## src/hdl/b64d_pkg.sv

```systemverilog
`timescale 1ns / 1ps
`default_nettype none
// ============================================================================
// b64d_pkg
// Shared types and constants of the base64 picture stream decoder.
// ============================================================================
package b64d_pkg;

    localparam int PIC_LEN_W     = 15;
    localparam int WORD_W        = 24;
    localparam int QUEUE_DEPTH_D = 4;

    localparam logic [7:0] MARK_FIRST  = 8'hFF;
    localparam logic [7:0] MARK_SECOND = 8'hD9;

    // One queue entry: either a decoded quartet or a restart request that
    // must take effect in order behind the quartets already queued.
    typedef struct packed {
        logic                is_restart;
        logic [WORD_W-1:0]   word;
    } t_entry;

    typedef struct packed {
        logic empty;
        logic full;
    } t_fifo_status;

    typedef enum logic [1:0] {
        BYTE_HIGH = 2'd0,
        BYTE_MID  = 2'd1,
        BYTE_LOW  = 2'd2
    } t_byte_sel;

endpackage
`default_nettype wire

```

## src/hdl/b64d_front.sv

```systemverilog
`timescale 1ns / 1ps
`default_nettype none
// ============================================================================
// b64d_front
// Accepts characters, drops separators, gathers sextets into quartets.
// ============================================================================
module b64d_front
    import b64d_pkg::*;
(
    input  wire logic         i_clk,
    input  wire logic         i_rst_n,
    input  wire logic         i_valid,
    output logic              o_stall,
    input  wire logic [7:0]   i_text_char,
    input  wire logic         i_restart,
    input  wire t_fifo_status i_status,
    output logic              o_push,
    output t_entry            o_entry
);

    localparam logic [7:0] CH_SEMI  = 8'h3B;
    localparam logic [7:0] CH_SPACE = 8'h20;
    localparam logic [7:0] CH_CR    = 8'h0D;
    localparam logic [7:0] CH_LF    = 8'h0A;

    logic [17:0] r_bits, n_bits;
    logic [1:0]  r_count, n_count;
    logic        accept;
    logic        skip;
    logic [5:0]  sextet;

    function automatic logic [5:0] sextet_of(input logic [7:0] c);
        logic [5:0] s;
        s = 6'd0;
        case (c) inside
            [8'h41:8'h5A]: s = 6'(c - 8'h41);
            [8'h61:8'h7A]: s = 6'(c - 8'h61 + 8'd26);
            [8'h30:8'h39]: s = 6'(c - 8'h30 + 8'd52);
            8'h2B:         s = 6'd62;
            8'h2F:         s = 6'd63;
            default:       s = 6'd0;
        endcase
        return s;
    endfunction

    assign o_stall = i_status.full;
    assign accept  = i_valid && !o_stall;
    assign sextet  = sextet_of(i_text_char);

    always_comb begin
        skip = 1'b0;
        case (i_text_char) inside
            CH_SEMI, CH_SPACE, CH_CR, CH_LF: skip = 1'b1;
            default:                         skip = 1'b0;
        endcase
    end

    always_comb begin
        n_bits           = r_bits;
        n_count          = r_count;
        o_push           = 1'b0;
        o_entry.is_restart = 1'b0;
        o_entry.word     = {r_bits, sextet};
        if (accept) begin
            if (i_restart) begin
                n_bits             = '0;
                n_count            = '0;
                o_push             = 1'b1;
                o_entry.is_restart = 1'b1;
            end else if (!skip) begin
                if (r_count == 2'd3) begin
                    n_bits  = '0;
                    n_count = '0;
                    o_push  = 1'b1;
                end else begin
                    n_bits  = {r_bits[11:0], sextet};
                    n_count = r_count + 2'd1;
                end
            end
        end
    end

    always_ff @(posedge i_clk) begin
        if (!i_rst_n) begin
            r_bits  <= '0;
            r_count <= '0;
        end else begin
            r_bits  <= n_bits;
            r_count <= n_count;
        end
    end

endmodule
`default_nettype wire

```

## src/hdl/b64d_fifo.sv

```systemverilog
`timescale 1ns / 1ps
`default_nettype none
// ============================================================================
// b64d_fifo
// Short queue of decoded quartets and restart requests.
// ============================================================================
module b64d_fifo
    import b64d_pkg::*;
#(
    parameter int DEPTH = QUEUE_DEPTH_D
) (
    input  wire logic   i_clk,
    input  wire logic   i_rst_n,
    input  wire logic   i_push,
    input  wire t_entry i_entry,
    input  wire logic   i_pop,
    output t_entry      o_head,
    output t_fifo_status o_status
);

    localparam int PTR_W = (DEPTH > 1) ? $clog2(DEPTH) : 1;
    localparam int CNT_W = $clog2(DEPTH + 1);

    t_entry             r_mem [DEPTH];
    logic [PTR_W-1:0]   r_wr_ptr, n_wr_ptr;
    logic [PTR_W-1:0]   r_rd_ptr, n_rd_ptr;
    logic [CNT_W-1:0]   r_count, n_count;
    logic               do_push, do_pop;

    assign o_status.empty = (r_count == '0);
    assign o_status.full  = (r_count == CNT_W'(DEPTH));
    assign do_push        = i_push && !o_status.full;
    assign do_pop         = i_pop && !o_status.empty;
    assign o_head         = r_mem[r_rd_ptr];

    always_comb begin
        n_wr_ptr = r_wr_ptr;
        n_rd_ptr = r_rd_ptr;
        n_count  = r_count;
        if (do_push) begin
            n_wr_ptr = (r_wr_ptr == PTR_W'(DEPTH - 1)) ? '0 : r_wr_ptr + PTR_W'(1);
        end
        if (do_pop) begin
            n_rd_ptr = (r_rd_ptr == PTR_W'(DEPTH - 1)) ? '0 : r_rd_ptr + PTR_W'(1);
        end
        if (do_push && !do_pop) begin
            n_count = r_count + CNT_W'(1);
        end else if (do_pop && !do_push) begin
            n_count = r_count - CNT_W'(1);
        end
    end

    always_ff @(posedge i_clk) begin
        if (do_push) begin
            r_mem[r_wr_ptr] <= i_entry;
        end
    end

    always_ff @(posedge i_clk) begin
        if (!i_rst_n) begin
            r_wr_ptr <= '0;
            r_rd_ptr <= '0;
            r_count  <= '0;
        end else begin
            r_wr_ptr <= n_wr_ptr;
            r_rd_ptr <= n_rd_ptr;
            r_count  <= n_count;
        end
    end

endmodule
`default_nettype wire

```

## src/hdl/b64d_back.sv

```systemverilog
`timescale 1ns / 1ps
`default_nettype none
// ============================================================================
// b64d_back
// Splits queued quartets into bytes, applies length limit and end marker.
// ============================================================================
module b64d_back
    import b64d_pkg::*;
(
    input  wire logic                 i_clk,
    input  wire logic                 i_rst_n,
    input  wire t_entry               i_head,
    input  wire t_fifo_status         i_status,
    output logic                      o_pop,
    input  wire logic [PIC_LEN_W-1:0] i_pic_len,
    output logic                      o_valid,
    input  wire logic                 i_stall,
    output logic [7:0]                o_out_byte,
    output logic                      o_last_of_picture,
    output logic                      o_last_of_run
);

    t_byte_sel              r_sel, n_sel;
    logic [PIC_LEN_W-1:0]   r_emitted, n_emitted;
    logic [7:0]             r_prev, n_prev;
    logic                   r_end, n_end;
    logic                   r_out_valid, n_out_valid;
    logic [7:0]             r_out_byte, n_out_byte;
    logic                   r_out_pic, n_out_pic;
    logic                   r_out_run, n_out_run;

    logic                   slot_free;
    logic                   work;
    logic [7:0]             raw_byte;
    logic [7:0]             val;
    logic [PIC_LEN_W-1:0]   cnt_inc;
    logic                   reach;

    assign slot_free = !r_out_valid || !i_stall;
    assign work      = slot_free && !i_status.empty;
    assign cnt_inc   = r_emitted + PIC_LEN_W'(1);
    assign reach     = (cnt_inc == i_pic_len);
    assign val       = r_end ? 8'h00 : raw_byte;

    always_comb begin
        case (r_sel)
            BYTE_HIGH: raw_byte = i_head.word[23:16];
            BYTE_MID:  raw_byte = i_head.word[15:8];
            BYTE_LOW:  raw_byte = i_head.word[7:0];
            default:   raw_byte = i_head.word[7:0];
        endcase
    end

    always_comb begin
        n_sel       = r_sel;
        n_emitted   = r_emitted;
        n_prev      = r_prev;
        n_end       = r_end;
        n_out_valid = r_out_valid && i_stall;
        n_out_byte  = r_out_byte;
        n_out_pic   = r_out_pic;
        n_out_run   = r_out_run;
        o_pop       = 1'b0;
        if (work) begin
            if (i_head.is_restart) begin
                n_sel     = BYTE_HIGH;
                n_emitted = '0;
                n_prev    = '0;
                n_end     = 1'b0;
                o_pop     = 1'b1;
            end else if (r_emitted >= i_pic_len) begin
                // Length already reached: the quartet is dropped whole.
                n_sel = BYTE_HIGH;
                o_pop = 1'b1;
            end else begin
                n_out_valid = 1'b1;
                n_out_byte  = val;
                n_out_pic   = reach;
                n_out_run   = reach || (r_sel == BYTE_LOW);
                n_emitted   = cnt_inc;
                n_prev      = val;
                n_end       = r_end || (r_prev == MARK_FIRST && val == MARK_SECOND);
                if (reach || r_sel == BYTE_LOW) begin
                    n_sel = BYTE_HIGH;
                    o_pop = 1'b1;
                end else if (r_sel == BYTE_HIGH) begin
                    n_sel = BYTE_MID;
                end else begin
                    n_sel = BYTE_LOW;
                end
            end
        end
    end

    always_ff @(posedge i_clk) begin
        if (!i_rst_n) begin
            r_sel       <= BYTE_HIGH;
            r_emitted   <= '0;
            r_prev      <= '0;
            r_end       <= 1'b0;
            r_out_valid <= 1'b0;
        end else begin
            r_sel       <= n_sel;
            r_emitted   <= n_emitted;
            r_prev      <= n_prev;
            r_end       <= n_end;
            r_out_valid <= n_out_valid;
        end
    end

    always_ff @(posedge i_clk) begin
        r_out_byte <= n_out_byte;
        r_out_pic  <= n_out_pic;
        r_out_run  <= n_out_run;
    end

    assign o_valid           = r_out_valid;
    assign o_out_byte        = r_out_byte;
    assign o_last_of_picture = r_out_pic;
    assign o_last_of_run     = r_out_run;

`ifndef ASSERT_OFF
    a_sel_range: assert property (@(posedge i_clk) disable iff (!i_rst_n)
        r_sel != 2'd3)
        else $error("byte selector left its range");

    a_pic_ends_run: assert property (@(posedge i_clk) disable iff (!i_rst_n)
        (r_out_valid && r_out_pic) |-> r_out_run)
        else $error("last byte of picture not flagged as last of run");

    a_restart_clears: assert property (@(posedge i_clk) disable iff (!i_rst_n)
        (work && i_head.is_restart) |=> (r_emitted == '0 && !r_end && r_sel == BYTE_HIGH))
        else $error("restart did not clear picture state");
`endif

endmodule
`default_nettype wire

```

## src/hdl/base64_jpeg_stream_decoder.sv

```systemverilog
`timescale 1ns / 1ps
`default_nettype none
// ============================================================================
// base64_jpeg_stream_decoder
// Streams base64 picture text into bytes, limited to a configured length.
// ============================================================================
//
//  Channel   Direction  Handshake                Payload
//  -------   ---------  -----------------------  -----------------------------
//  input     in         i_valid / o_stall        i_text_char, i_restart
//  output    out        o_valid / i_stall        o_out_byte, o_last_of_picture,
//                                                o_last_of_run
//  config    in         i_cfg_valid / o_cfg_ready  i_cfg_data (picture length)
//
// One character is taken per cycle while the queue is not full. Each completed
// quartet yields up to three bytes, which the back end sends one per cycle from
// its output register while the output is not stalled.
// Reset is synchronous and active low and clears all control state and the
// picture length; there is no clearing pass.
// The queue between front and back (QUEUE_DEPTH entries) absorbs a stalled
// output; the input stalls only while that queue is full.
// A restart transfer travels through the queue, so it takes effect in order
// behind the quartets already decoded.
//
module base64_jpeg_stream_decoder
    import b64d_pkg::*;
#(
    parameter int QUEUE_DEPTH = QUEUE_DEPTH_D
) (
    input  wire logic                 i_clk,
    input  wire logic                 i_rst_n,
    input  wire logic                 i_valid,
    output logic                      o_stall,
    input  wire logic [7:0]           i_text_char,
    input  wire logic                 i_restart,
    output logic                      o_valid,
    input  wire logic                 i_stall,
    output logic [7:0]                o_out_byte,
    output logic                      o_last_of_picture,
    output logic                      o_last_of_run,
    input  wire logic                 i_cfg_valid,
    output logic                      o_cfg_ready,
    input  wire logic [PIC_LEN_W-1:0] i_cfg_data
);

    logic [PIC_LEN_W-1:0] r_pic_len;
    logic                 push;
    logic                 pop;
    t_entry               push_entry;
    t_entry               head;
    t_fifo_status         status;

    // The length register is always ready; the user must write it only while idle, the block does not enforce it.
    assign o_cfg_ready = 1'b1;

    always_ff @(posedge i_clk) begin
        if (!i_rst_n) begin
            r_pic_len <= '0;
        end else if (i_cfg_valid && o_cfg_ready) begin
            r_pic_len <= i_cfg_data;
        end
    end

    // Front end: classifies characters and assembles quartets.
    b64d_front u_front (
        .i_clk       (i_clk),
        .i_rst_n     (i_rst_n),
        .i_valid     (i_valid),
        .o_stall     (o_stall),
        .i_text_char (i_text_char),
        .i_restart   (i_restart),
        .i_status    (status),
        .o_push      (push),
        .o_entry     (push_entry)
    );

    // Queue decoupling the two sides.
    b64d_fifo #(
        .DEPTH (QUEUE_DEPTH)
    ) u_fifo (
        .i_clk    (i_clk),
        .i_rst_n  (i_rst_n),
        .i_push   (push),
        .i_entry  (push_entry),
        .i_pop    (pop),
        .o_head   (head),
        .o_status (status)
    );

    // Back end: byte emission, length limit and end-marker blanking.
    b64d_back u_back (
        .i_clk             (i_clk),
        .i_rst_n           (i_rst_n),
        .i_head            (head),
        .i_status          (status),
        .o_pop             (pop),
        .i_pic_len         (r_pic_len),
        .o_valid           (o_valid),
        .i_stall           (i_stall),
        .o_out_byte        (o_out_byte),
        .o_last_of_picture (o_last_of_picture),
        .o_last_of_run     (o_last_of_run)
    );

endmodule
`default_nettype wire

```

## config.mk

```make
export PLATFORM = sky130hd
export DESIGN_NAME = base64_jpeg_stream_decoder
export DESIGN_NICKNAME = d
export VERILOG_FILES = /design/src/hdl/b64d_pkg.sv /design/src/hdl/b64d_front.sv /design/src/hdl/b64d_fifo.sv /design/src/hdl/b64d_back.sv /design/src/hdl/base64_jpeg_stream_decoder.sv
export SDC_FILE = /design/constraint.sdc
export NUM_CORES = 1
export LEC_CHECK = 0
export BUFFER_PORTS_ARGS = -buffer_cell sky130_fd_sc_hd__buf_4
export CAP_MARGIN = 20
export CORE_AREA = 8 8 127 187
export DETAILED_ROUTE_END_ITERATION = 10
export DIE_AREA = 0 0 135 195
export HOLD_SLACK_MARGIN = 0.06
export RECOVER_POWER = 100
export SLEW_MARGIN = 5
export SYNTH_ARGS = -nofsm -noshare
export SYNTH_HDL_FRONTEND = slang
export SYNTH_SLANG_ARGS = --single-unit
```

## constraint.sdc

```tcl
create_clock -name i_clk -period 3.8 [get_ports i_clk]
set_clock_uncertainty 0.2 [all_clocks]
set_input_delay 0.38 -clock i_clk [delete_from_list [all_inputs] [get_ports i_clk]]
set_output_delay 0.38 -clock i_clk [all_outputs]
set_load 0.01 [all_outputs]
```

After elaboration in Yosys (flattened, before gate mapping) --
Memory sizes are Yosys's and may differ from the RTL's. A register that Yosys moved wholly into a read port is not among the register bits. Cells that the tools add are included.
Operators by class: add/subtract/negate cells 11, multipliers 0, divide/modulo/power cells 0, magnitude comparators 7, eq/ne operators 17, shift-type cells 0, muxes and demuxes 45, bitwise logic cells 2, reductions and logical operators 27
Operator list (count):
- $mux 18 | 3
- $eq 8x6->1 const B | 4
- $mux 15 | 2
- $mux 6 | 5
- $mux 8 | 3
- $mux 2 | 11
- $mux 1 | 18
- $eq 8x4->1 const B | 2
- $eq 8x8->1 const B | 2
- $ge 8x7->1 const B | 2
- $le 8x7->1 const B | 2
- $pmux 8 s2 | 1
- $add 15x1->15 const B | 1
- $eq 15x15->1 | 1
- $ge 15x15->1 | 1
- $sub 6x6->6 const B | 2
- $logic_and 1x1->1 | 11
- $eq 2x2->1 const B | 4
- $ge 8x6->1 const B | 1
- $le 8x6->1 const B | 1
- $add 2x1->2 const B | 3
- $add 6x5->6 const B | 1
- $add 6x6->6 const B | 1
- $logic_not 1->1 | 6
- other kinds (15) | 21
Word-level totals: register bits 79, bits in latches 0, memory bits (writable) 100, bits in read-only memories 0, output and inout bits 13, memories kept 1
Memories:
- u_fifo.r_mem | words 4, width 25, read ports 1, clocked after Yosys merged registers in 1, write ports 1, line b64d_fifo.sv:24 | t_entry r_mem [DEPTH];

Longest topological paths before layout --
Gate-level depths: netlist of run 1.
word-level depth 11, gate-level depth with buffers 14, gate-level depth less buffers 14

Cells and area by module --
A second synthesis of run 1 with hierarchy kept.
Unflattened totals: cell total of the unflattened synthesis 717, area, all modules 8834.7 µm²
Modules (own cells, without submodules):
- b64d_fifo | instances 1, cells an instance 182, area an instance 4131.5 µm², sequential area each 3183.1 µm²
- b64d_back | instances 1, cells an instance 332, area an instance 2790.2 µm², sequential area each 840.8 µm²
- b64d_front | instances 1, cells an instance 153, area an instance 1322.5 µm², sequential area each 400.4 µm²
- base64_jpeg_stream_decoder | instances 1, cells an instance 50, area an instance 590.6 µm², sequential area each 300.3 µm²

Least setup slack after synthesis of run 1 --
Ideal clock, no wire load.
path kind reg-to-reg, from register u_back.r_emitted[0], to register u_fifo.r_count[2], setup time 0.071 ns, arrival 3.357 ns, data required time 3.529 ns, setup slack 0.172 ns, cell stages (with the launch flop) 14, buffers on the path 0, path through dfxtp_1 -> ha_1 -> nand3_2 -> nor4_4 -> xnor2_1 -> a311oi_2 -> nor4_4 -> o31ai_4 -> ha_1 -> inv_1 -> fa_1 -> xor2_1 -> or3_1 -> a21oi_1
On the way: word-level cells in the longest chain between the ends 11, elaborated cells between the ends (all ways) 14, those cells by class 1 x add/sub; 1 x order compare; 1 x eq/ne; 5 x mux; 6 x reduce/logical
RTL lines:
- from (decl) | line b64d_back.sv:24 | logic [PIC_LEN_W-1:0] r_emitted, n_emitted;
- from (signal assigned) | line b64d_back.sv:104 | r_emitted <= n_emitted;
- $add 15x1->15 * | line b64d_back.sv:41 | assign cnt_inc = r_emitted + PIC_LEN_W'(1);
- $eq 15x15->1 * | line b64d_back.sv:42 | assign reach = (cnt_inc == i_pic_len);
- net u_back.reach | line b64d_back.sv:37 | logic reach;
- $logic_or 1x1->1 * | line b64d_back.sv:83 | if (reach || r_sel == BYTE_LOW) begin
- $mux 1 * | line b64d_back.sv:83
- $mux 1 * | line b64d_back.sv:71 | end else if (r_emitted >= i_pic_len) begin
- $mux 1 * | line b64d_back.sv:65 | if (i_head.is_restart) begin
- $mux 1 * | line b64d_back.sv:64 | if (work) begin
- $logic_and 1x1->1 * | line b64d_fifo.sv:33 | assign do_pop = i_pop && !o_status.empty;
- $logic_not 1->1 | line b64d_fifo.sv:46 | if (do_push && !do_pop) begin
- $logic_and 1x1->1 | line b64d_fifo.sv:46
- $mux 3 or $reduce_bool 2->1 (tied branches)
- to (signal assigned) | line b64d_fifo.sv:67 | r_count <= n_count;
- to (decl) | line b64d_fifo.sv:27 | logic [CNT_W-1:0] r_count, n_count;
Mark *: on every way through the listed nets, which the timed path passes. The rest lies on a longest branch. A chain may end at the register's enable or synchronous reset.

Worst setup path after layout of run 1 --
Same ends and word-level chain as after synthesis.

==> flow_metrics.env, run 1 <==
export IMPL_chipWidth_um=135
export IMPL_synth_compound_area_share_pct=11.0
export IMPL_required_ns=3.94
export IMPL_synth_distinct_cells=74
export IMPL_wl_met3_um=657
export IMPL_min_period_over_period_pct=94.4
export IMPL_synth_edf_count=110
export IMPL_dieArea_um2=26300
export IMPL_grt_ovfl_total=0
export IMPL_synth_area_per_cell_um2=12.4
export IMPL_synth_async_reset_ratio_pct=0
export IMPL_vias=5550
export IMPL_tns_ns=0
export IMPL_critPathCaptureType="flop"
export IMPL_ys_flop_type="edfxtp_1"
export IMPL_worst_setup_path_start_kind="flop"
export IMPL_fmax_ghz=0.279
export IMPL_clock_path_buffers=2
export IMPL_io_buffers=40
export IMPL_crit_start="u_back.r_emitted[0]"
export IMPL_drt_first_pass_iters=5
export IMPL_critPathKind="reg2reg"
export IMPL_min_period_ns=3.59
export IMPL_antenna_found_initial=0
export IMPL_p_leak_nw=3.58
export IMPL_highest_layer="met4"
export IMPL_clockRootBuffer="clkbuf_16"
export IMPL_maxCapViolations=0
export IMPL_nFillCells=1896
export IMPL_gr_usage_all_layers_pct=14.1
export IMPL_grt_pass1_wl_um=29200
export IMPL_critPathMaxFanout=6
export IMPL_synthXorXnorAreaFrac_pct=2.70
export IMPL_area_growth_pct=15.6
export IMPL_cts_tree="yes"
export IMPL_antenna_left=0
export IMPL_place_congestion=0.902
export IMPL_finalCoreUtilization_pct=46.5
export IMPL_routed_wl_um=18000
export IMPL_drive_gt1_share_pct=17.1
export IMPL_crit_arrival_ns=3.73
export IMPL_reg2reg_from="u_back.r_emitted[0]"
export IMPL_cts_max_level=4
export IMPL_ys_ff_latch=181
export IMPL_via_per_inst=5.44
export IMPL_synth_nets=742
export IMPL_ios=42
export IMPL_die_y_um=195
export IMPL_synthAdderAreaFrac_pct=4.99
export IMPL_grt_pass1_vias=5744
export IMPL_ir_drop_mv=0.329
export IMPL_wl_met2_um=9770
export IMPL_grt_max_degree=48
export IMPL_coreArea_um2=21000
export IMPL_max_slew_margin_rel_pct=30.3
export IMPL_holdCritStartpoint="i_restart"
export IMPL_path_clk_slew_ns=0.07
export IMPL_status="complete, no violations"
export IMPL_synth_top_family_by_area="simple AND/OR/NAND/NOR gates"
export IMPL_yosys_warnings=0
export IMPL_cts_sinks=181
export IMPL_ys_seq_area_share_pct=56.0
export IMPL_synthesis_area_um2=8430
export IMPL_hold_class="in2reg"
export IMPL_drcViolationCount=0
export IMPL_layout_nets=802
export IMPL_synthSimpleGateAreaFrac_pct=11.8
export IMPL_p_per_area_nw_per_um2=572
export IMPL_std_cell_rows=65
export IMPL_synthMuxAreaShare_pct=9.53
export IMPL_post_cts_buffers=0
export IMPL_hold_viol=0
export IMPL_worstSkewPairLatency_ns=0.43
export IMPL_cts_buffers=17
export IMPL_hpwl_um=12300
export IMPL_worst_pin_slew_ns=1.05
export IMPL_drt_initial_drc_count=365
export IMPL_slew_viol_final=0
export IMPL_avgRoutedWirePerCell_um=17.6
export IMPL_drt_met1_wl_um=7130
export IMPL_setup_viol=0
export IMPL_diodes=0
export IMPL_initial_core_util_pct=40.2
export IMPL_syn_inst=680
## critical path: stages, from the launching register on
cell and delay (ns):
dfxtp_1 0.37, ha_2 0.26, nand3_2 0.15, buf_4 0.20, nor3_2 0.22, xnor2_1 0.10, or4_4 0.53, nor4_4 0.35
o31ai_4 0.13, ha_2 0.21, inv_1 0.07, fa_1 0.18, xor2_1 0.08, or3_1 0.31, a21oi_1 0.14
## per-layer routing
layer  vias up  global-route usage (%)
met5         -                       0
met4         0                    6.03
met3        27                    2.98
met2       121                    26.4
met1      2743                    14.5
li1       2659                       -
## power breakdown
group	internal (mW)	switching [mW]	total, mW
clock network	0.933	0.793	1.73
registers	2.28	0.111	2.39
logic	0.586	0.868	1.45
total	3.80	1.77	5.57
## cells in the mapped netlist (10+ instances only)
master,n,area (um^2)
clkbuf_1,23,86.3
a22oi_1,24,180
a21oi_1,32,160
nor2_1,69,259
ha_1,32,400
mux2i_1,24,240
nand3_1,10,50.1
nand2_1,39,146
mux4_2,25,563
inv_1,30,113
xnor2_1,17,149
edfxtp_1,110,3300
o21ai_0,23,115
dfxtp_1,71,1420
## cell usage in the layout, fill, tap and decap left out, types with 4 or more instances in the layout
| cell type | instances |
|---|---|
| and3_1 | 4 |
| clkinv_4 | 5 |
| a311oi_1 | 4 |
| a32o_1 | 4 |
| nand4_1 | 9 |
| nand3_1 | 10 |
| xnor2_1 | 17 |
| dlygate4sd3_1 | 16 |
| a21oi_1 | 32 |
| xor2_1 | 9 |
| or3_1 | 4 |
| nand2_1 | 39 |
| nor2_1 | 69 |
| buf_4 | 46 |
| clkbuf_16 | 17 |
| and2_1 | 7 |
| ha_1 | 30 |
| o21ai_0 | 21 |
| a22oi_1 | 24 |
| mux4_2 | 25 |
| dfxtp_1 | 69 |
| nor3_1 | 9 |
| inv_1 | 30 |
| nor2b_1 | 5 |
| clkbuf_1 | 17 |
| edfxtp_1 | 110 |
| o211a_1 | 7 |
| mux2i_1 | 24 |
| a31oi_1 | 5 |
## worst paths after layout
check / cells after the start / to / slack, ns
min: 4 / u_fifo.r_wr_ptr[1] / 0.16
min reg2reg: 2 / u_back.r_prev[3] / 0.29
max reg2reg: 14 / u_fifo.r_count[2] / 0.21
max: 14 / u_fifo.r_count[2] / 0.21
## metrics by stage
stage               cells  hold slack (ns)  cell area (um^2)  power, mW  worst slack (ns)
floorplan             680            0.237              8430       3.45             0.172
global placement      973            0.269              9040       3.90             0.169
detailed placement    973            0.278              9040       3.93            0.0499
CTS                  1021           0.0771              9790       5.68           0.00724
global route         1021            0.177              9750       5.85          -0.00399
finish               1021            0.164              9750       5.57             0.213
## sequential cells by signal (all words and copies together), names as in the netlist, 2 cells and up, named ones only
signal / count
u_back.r_sel: 2
u_fifo.r_rd_ptr: 2
u_fifo.r_mem: 100
u_back.r_emitted: 15
u_fifo.r_wr_ptr: 2
u_fifo.r_count: 3
u_back.r_prev: 8
u_front.r_count: 2
u_front.r_bits: 18
r_pic_len: 15
u_back.o_out_byte: 8
## cell families (layout without fill, tap and decap cells)
family,count (synthesis),after routing
buffers and inverters,71,144
AND/OR/NAND/NOR,187,187
adder cells (fa/ha/maj),33,33
flip-flops,181,181
XOR/XNOR,26,26
AO/OA/AOI/OAI,132,132
other,1,1
multiplexers,49,49
## repair_timing
action,4_1_cts,5_1_grt
hold buffers,16,0
setup endpoints to repair,0,2
hold endpoints to repair,16,0
resized for setup,0,8
## final cells by class
| type | instances | area [um^2] | area share (%) |
|---|---|---|---|
| Tap cell | 268 | 335 | 3.44 |
| Clock inverter | 14 | 163 | 1.67 |
| Timing Repair Buffer | 79 | 571 | 5.85 |
| Sequential cell | 181 | 4730 | 48.5 |
| Inverter | 33 | 124 | 1.27 |
| Clock buffer | 18 | 429 | 4.40 |
| Multi-Input combinational cell | 428 | 3400 | 34.9 |
No activity file was read; power rests on OpenSTA's default activity.
==> run 2, diff against run 1 <==
--- a/config.mk
+++ b/config.mk
@@ -11,6 +11,7 @@
 export DETAILED_ROUTE_END_ITERATION = 10
 export DIE_AREA = 0 0 135 195
 export HOLD_SLACK_MARGIN = 0.06
+export MAX_ROUTING_LAYER = met4
 export RECOVER_POWER = 100
 export SLEW_MARGIN = 5
 export SYNTH_ARGS = -nofsm -noshare
==> flow_metrics.env, run 2 (same netlist as run 1, synthesis figures left out) <==
export IMPL_nFillCells=1896
export IMPL_top_register="u_fifo.r_mem"
export IMPL_p_per_area_nw_per_um2=571
export IMPL_coreArea_um2=21000
export IMPL_setup_viol=0
export IMPL_min_period_over_period_pct=94.7
export IMPL_gr_usage_all_layers_pct=14.5
export IMPL_drt_initial_drc_count=420
export IMPL_clock_path_buffers=2
export IMPL_sw_frac_of_total_pct=31.8
export IMPL_drive_gt1_share_pct=17.1
export IMPL_area_growth_pct=15.6
export IMPL_status="complete, no violations"
export IMPL_power_frac_clock_pct=31.0
export IMPL_ios=42
export IMPL_post_cts_buffers=0
export IMPL_hold_viol=0
export IMPL_worst_pin_slew_ns=1.04
export IMPL_worst_setup_path_start_kind="flop"
export IMPL_std_cell_rows=65
export IMPL_crit_arrival_ns=3.74
export IMPL_path_cells="inv_1 > ha_1 > a21o_1 > a31oi_1 > o21ai_1 > a311oi_2 > or2b_1 > o31ai_4 > ha_2 > inv_1 > fa_1 > xor2_1 > or3_1 > a21oi_1"
export IMPL_vias=5586
export IMPL_grt_pass1_vias=5729
export IMPL_routed_wl_um=18000
export IMPL_io_buffers=40
export IMPL_chipWidth_um=135
export IMPL_grt_pass1_wl_um=29200
export IMPL_drcViolationCount=0
export IMPL_power_total_mw=5.57
export IMPL_path_clk_slew_ns=0.07
export IMPL_finalCoreUtilization_pct=46.5
export IMPL_min_to="u_fifo.r_wr_ptr[1]"
export IMPL_timing_rr_end="u_fifo.r_count[2]"
export IMPL_holdWs_ns=0.165
export IMPL_max_slew_margin_rel_pct=30.5
export IMPL_final_cell_mix="edfxtp_1, nor2_1, dfxtp_1"
export IMPL_via_per_inst=5.47
export IMPL_ir_drop_mv=0.331
export IMPL_cts_tree="yes"
export IMPL_antenna_found_initial=0
export IMPL_drt_first_pass_iters=4
export IMPL_reg2regPathDepth=14
export IMPL_power_frac_seq_pct=42.9
export IMPL_critPathMaxFanout=3
export IMPL_die_y_um=195
export IMPL_switchingPower_mw=1.77
export IMPL_cpPeakStageDelay_ns=0.38
export IMPL_initial_core_util_pct=40.2
export IMPL_crit_slowest_cell="dfxtp_1"
export IMPL_p_leak_nw=3.58
export IMPL_cts_max_level=4
export IMPL_maxCapViolations=0
export IMPL_p_comb_share_pct=26.0
export IMPL_layout_nets=802
export IMPL_clockRootBuffer="clkbuf_16"
export IMPL_cts_buffers=17
export IMPL_slew_viol_final=0
export IMPL_fmax_ghz=0.278
export IMPL_grt_ovfl_total=0
export IMPL_cts_sinks=181
export IMPL_antenna_left=0
export IMPL_place_congestion=0.917
export IMPL_reg2reg_setup_slack_ns=0.20
export IMPL_intPower_mw=3.80
export IMPL_diodes=0
export IMPL_holdCritStartpoint="i_restart"
export IMPL_critPathCaptureType="flop"
export IMPL_required_ns=3.94
export IMPL_whs_path_depth=4
export IMPL_grt_max_degree=48
export IMPL_largest_register_ffs=100
export IMPL_dieArea_um2=26300
export IMPL_worstSkewPairLatency_ns=0.43
export IMPL_min_period_ns=3.60
export IMPL_layout_commonest_cell="edfxtp_1"
export IMPL_reg2reg_from="r_pic_len[2]"
export IMPL_crit_top_cell="inv_1"
export IMPL_hold_class="in2reg"
export IMPL_critPathKind="reg2reg"
export IMPL_avgRoutedWirePerCell_um=17.6
export IMPL_hpwl_um=12300
export IMPL_top_regs="u_fifo.r_mem x100, u_front.r_bits x18"
==> run 2: power groups by stage <==
stage	Clock, mW	Combinational (mW)	Sequential, mW
global placement	0	1.47	2.43
finish	1.73	1.45	2.39
floorplan	0	1.03	2.42
CTS	1.77	1.52	2.39
detailed placement	0	1.49	2.44
global route	1.84	1.60	2.41
==> run 2: worst max-delay path, delay by kind of cell (launching register included) <==
kind	cells	cell delay, ns
buffers and inverters	2	0.12
adders and majority gates	3	0.90
DFF	1	0.38
AOI/OAI and AO/OA	6	1.14
and+or+nand+nor	2	0.60
xor gates and xnor gates	1	0.18
==> run 2: worst max path at each step <==
| stage | startpoint | end | slack (ns) | cells after the start |
|---|---|---|---|---|
| floorplan | u_back.r_emitted[0] | u_fifo.r_count[2] | 0.17 | 13 |
| global placement | r_pic_len[2] | u_fifo.r_count[2] | 0.17 | 14 |
| detailed placement | r_pic_len[2] | u_fifo.r_count[2] | 0.05 | 14 |
| CTS | r_pic_len[2] | u_fifo.r_count[2] | 0.007 | 14 |
| global route | r_pic_len[2] | u_fifo.r_count[2] | -0.003 | 14 |
| finish | r_pic_len[2] | u_fifo.r_count[2] | 0.20 | 14 |
==> run 2: through the flow <==
stage                     cell area, um^2  instances  setup TNS [ns]  worst slack [ns]
after floorplan                      8430        680               0             0.172
after global placement               9040        973               0             0.169
after detailed placement             9040        973               0            0.0499
after CTS                            9790       1021               0           0.00724
after global routing                 9750       1021        -0.00332          -0.00332
final                                9750       1021               0             0.202
==> run 2: per-layer routing <==
metal / wire, um / track usage [%] / up-vias
li1: - / - / 2660
met1: 7140 / 14.7 / 2755
met2: 9770 / 26.3 / 138
met3: 595 / 2.90 / 33
met4: 452 / 6.03 / 0
met5: 0 / - / -
==> run 2: what timing repair did <==
action | in CTS | in global routing
hold endpoints to repair | 16 | 0
hold buffers | 16 | 0
endpoints found under the setup margin | 0 | 2
resized for setup | 0 | 8
==> run 2: area by class of cell <==
| type | count | area (um^2) | share of cell area, % |
|---|---|---|---|
| clock buffers | 18 | 429 | 4.40 |
| clock inverters | 14 | 163 | 1.67 |
| inverters | 33 | 124 | 1.27 |
| multi-input cells | 428 | 3400 | 34.9 |
| flip-flops and latches | 181 | 4730 | 48.5 |
| well taps | 268 | 335 | 3.44 |
| repair buffers | 79 | 571 | 5.85 |
